<file path="src/hw/rtl/vmt_pkg.sv">
`default_nettype none

package vmt_pkg;

	localparam int ELEM_W    = 32;
	localparam int DIM       = 4;
	localparam int NUM_ELEMS = DIM * DIM;
	localparam int IDX_W     = 4;
	localparam int PROD_W    = 2 * ELEM_W;
	localparam int PAIR_W    = PROD_W + 1;
	localparam int SUM_W     = PROD_W + 2;

	typedef logic signed [ELEM_W-1:0] elem_t;

	typedef enum logic {
		CMD_LOAD  = 1'b0,
		CMD_XFORM = 1'b1
	} cmd_t;

	typedef struct packed {
		logic en_s1;
		logic en_s2;
		logic en_s3;
	} pipe_en_t;

endpackage

`default_nettype wire

</file>
<file path="src/hw/rtl/vmt_matrix.sv">
`default_nettype none

module vmt_matrix (
	input  wire logic                     clk,
	input  wire logic                     arst_n,
	input  wire logic                     we,
	input  wire logic [vmt_pkg::IDX_W-1:0] waddr,
	input  wire vmt_pkg::elem_t           wdata,
	output vmt_pkg::elem_t                elems [vmt_pkg::NUM_ELEMS]
);

	vmt_pkg::elem_t elems_q [vmt_pkg::NUM_ELEMS];

	always_ff @(posedge clk or negedge arst_n) begin
		if (!arst_n) begin
			for (int i = 0; i < vmt_pkg::NUM_ELEMS; i++) begin
				elems_q[i] <= '0;
			end
		end else if (we) begin
			elems_q[waddr] <= wdata;
		end
	end

	assign elems = elems_q;

endmodule

`default_nettype wire

</file>
<file path="config.mk">
export PLATFORM = sky130hd
export DESIGN_NAME = vmt_matrix
export DESIGN_NICKNAME = d
export VERILOG_FILES = /design/src/hw/rtl/vmt_pkg.sv /design/src/hw/rtl/vmt_matrix.sv
export SDC_FILE = /design/constraint.sdc
export NUM_CORES = 1
export LEC_CHECK = 0
export BUFFER_PORTS_ARGS = -buffer_cell sky130_fd_sc_hd__buf_2
export CAP_MARGIN = 0
export CORE_ASPECT_RATIO = 2
export CORE_MARGIN = 5
export CORE_UTILIZATION = 35
export CTS_CLUSTER_DIAMETER = 40
export DETAILED_ROUTE_END_ITERATION = 10
export GPL_TIMING_DRIVEN = 0
export SLEW_MARGIN = 40
export SYNTH_ARGS = -nofsm -noshare
export SYNTH_HDL_FRONTEND = slang
export SYNTH_SLANG_ARGS = --single-unit
</file>
<file path="constraint.sdc">
create_clock -name clk -period 0.8 [get_ports clk]
set_input_delay 0.08 -clock clk [delete_from_list [all_inputs] [get_ports clk]]
set_output_delay 0.08 -clock clk [all_outputs]
set_load 0.005 [all_outputs]
</file>
==> impl_metrics.csv <==
group,metric,value,unit
status,status,"finished, violations left",
status,violations,"negative hold slack, negative setup slack",
routing,via_count,13340,
routing,ant_nets,0,
clock_network,htreeDepth,2,
yosys,synth_warnings,0,
global_routing,grt_pass1_wl,96.49,mm
yosys,ys_types,15,
critical_path,max_stage_delay,0.42,ns
sta,fin_crit,1.227,ns
clock_network,postCtsHoldBufs,32,
power_and_ir_drop,power.density,2750,nW/um2
yosys,synth_area_per_cell,16.86,um2
critical_path,cp_top_family,"flip-flops",
critical_path,path_cells,"buf_2",
finish,antennaDiodeCount,0,
power_and_ir_drop,leakage,15.37,nW
sta,clock_skew,0,ns
yosys,synth.area.top_cells,"dfrtp_1, mux2_2, buf_2",
critical_path,critPathMaxFanout,2,
critical_path,worstRegToRegCells,3,
finish,layout-drive-gt1-share,0.7190,
clock_network,clkSlewWorstSetupHoldPaths,0.07,ns
global_routing,antenna_found_initial,0,
routing,routed_wl,73.48,mm
critical_path,rr_startpoint,"elems[255]",
clock_network,cts_tree,"built",
sta,maxSlewHeadroom,0.5039,
power_and_ir_drop,total_power,0.08465,W
finish,largest_reg_flops,512,
global_routing,grt_pass1_vias,14100,
die,io_pins,551,
sta,worst_pin_slew,0.7441,ns
critical_path,required,0.72,ns
routing,wl_per_cell,26.64,um
yosys,ys_ff_latch,512,
sta,rsz0062_at_grt,"yes",
clock_network,cts-root-buf,"clkbuf_16",
sta,fmax,0.8150,GHz
critical_path,start_kind,"register",
sta,setup_slack,-0.4269,ns
die,die_h,340.4,um
global_routing,overflow,0,
sta,hold_viol,301,
critical_path,critical_path_class,"reg -> out",
placement,post-place-ws,-1.354,ns
power_and_ir_drop,vdd_drop_max,2457,uV
global_routing,grt_max_degree,76,
critical_path,worst_path_max_delay_cell,"dfrtp_1",
die,row_count,121,
critical_path,worstReg2RegEnd,"elems[255]",
yosys,yosysTopAreaCell,"dfrtp_1",
die,dieArea,59630,um2
placement,hpwl,46.92,mm
sta,finalSetupViolations,982,
routing,drc,0,
sta,slew_viol_final,0,
die,start_util,0.3524,
critical_path,crit_path_end_kind,"output pin",
critical_path,path_buf_inv,1,
sta,setup_tns,-252.46,ns
finish,fin_nets,2079,
flow_run,cap_violations,0,
min_path,holdCritPathClass,"in -> async",
sta,fin_crit_sh,1.534,
yosys,syn-num-nets,1172,
yosys,ys_seq_area_frac,0.6708,
global_routing,grt_usage,0.2160,
critical_path,crit_path_start,"elems[495]",
routing,via_per_inst,4.838,
placement,placed_area,23940,um2
yosys,syn_inst,1133,
critical_path,ff2ff_setup_slack,-0.20,ns
placement,place.gp.congestion,0.7890,
die,die_x,175.2,um
clock_network,worstSkewPairLatency,0.57,ns
finish,fin_area,30780,um2
die,floorplan.core_area,54200,um2
critical_path,cp.arrival,1.15,ns
yosys,synth_top_area_share,0.6708,
clock_network,cts_sinks,512,
clock_network,cts_buffers,52,
clock_network,cts_buffer_depth,3,
finish,area_delta_synth_final,61.14,%
routing,drt-initial-drc-count,551,
placement,portBuffers,550,
sta,worst_hold_slack,-0.6514,ns
routing,drt-pass1-iter-count,5,
yosys,synth_area,19100,um2
-- cell usage after synthesis --
cell type / n
buf_1: 3
buf_2: 42
buf_6: 3
clkbuf_1: 37
dfrtp_1: 512
mux2_1: 10
mux2_2: 502
nand2_1: 2
nand2b_1: 4
nand3_1: 1
nand3b_1: 3
nor2_1: 10
nor2b_1: 1
nor3b_2: 1
or3_1: 2
-- layer usage --
metal | part of all wire | track usage | up-vias
li1 | - | - | 5774
met1 | 0.37 | 0.2489 | 6942
met2 | 0.53 | 0.3742 | 511
met3 | 0.067 | 0.06012 | 117
met4 | 0.039 | 0.09389 | 0
met5 | 0 | 0 | -
-- power by group --
group          switching [W]  internal [W]  leakage (nW)
Clock                 0.0110        0.0138         0.840
Combinational        0.00864        0.0156          8.25
Sequential           0.00379        0.0319          6.28
-- metrics by stage --
stage	hold WS, ns	utilization	std cells
final	-0.6514	0.5679	2758
after global routing	-0.6675	0.5679	2758
after CTS	-0.6563	0.5111	2619
after detailed placement	-0.007988	0.4418	2366
after global placement	0.3958	0.4380	2359
after floorplan	-0.2156	-	1133
-- final cells by class --
class / instances / area, um2
fillers: 4295 / 23420
clock inverters: 31 / 326.6
well taps: 676 / 845.8
clock buffers: 65 / 1410
multi-input cells: 536 / 7321
repair buffers: 854 / 7009
flip-flops and latches: 512 / 12810
plain buffers: 84 / 1054
-- placed cells by master (no fill, tap or decap), types with 2 or more instances in the layout --
master / count
dfrtp_1: 512
inv_6: 5
buf_8: 13
buf_12: 48
clkinvlp_4: 6
clkinv_2: 9
bufinv_16: 3
mux2_4: 336
clkbuf_16: 80
or3_4: 2
clkinv_4: 3
nand2b_4: 4
dlygate4sd3_1: 31
clkbuf_1: 39
buf_2: 454
buf_6: 216
nor2_4: 10
nand3b_1: 3
clkinv_8: 3
buf_16: 10
clkbuf_8: 6
buf_4: 105
mux2_2: 176
-- worst max-delay path by stage --
| stage | to | slack, ns | depth (start not counted) |
|---|---|---|---|
| after floorplan | elems[355] | -0.50 | 5 |
| after global placement | elems[11] | -10.67 | 1 |
| after detailed placement | elems[221] | -1.35 | 5 |
| after CTS | elems[495] | -0.47 | 1 |
| after global routing | elems[405] | -0.47 | 1 |
| final | elems[495] | -0.43 | 1 |
-- cell families (layout without fill, tap and decap cells) --
family | count (synthesis) | in the layout | share of synthesized area
buf+inv | 85 | 1034 | 0.02063
flops | 512 | 512 | 0.6708
mux | 512 | 512 | 0.3018
simple gates | 24 | 24 | 0.006747
-- repair_timing --
item / in CTS / in global routing
pin swaps: 2 / 13
cloned: 3 / 29
setup endpoints to repair: 1132 / 1226
gates resized for setup: 163 / 372
endpoints found under the hold margin: 354 / 248
buffers inserted: 122 / 136
(Power assumes the default switching activity.)
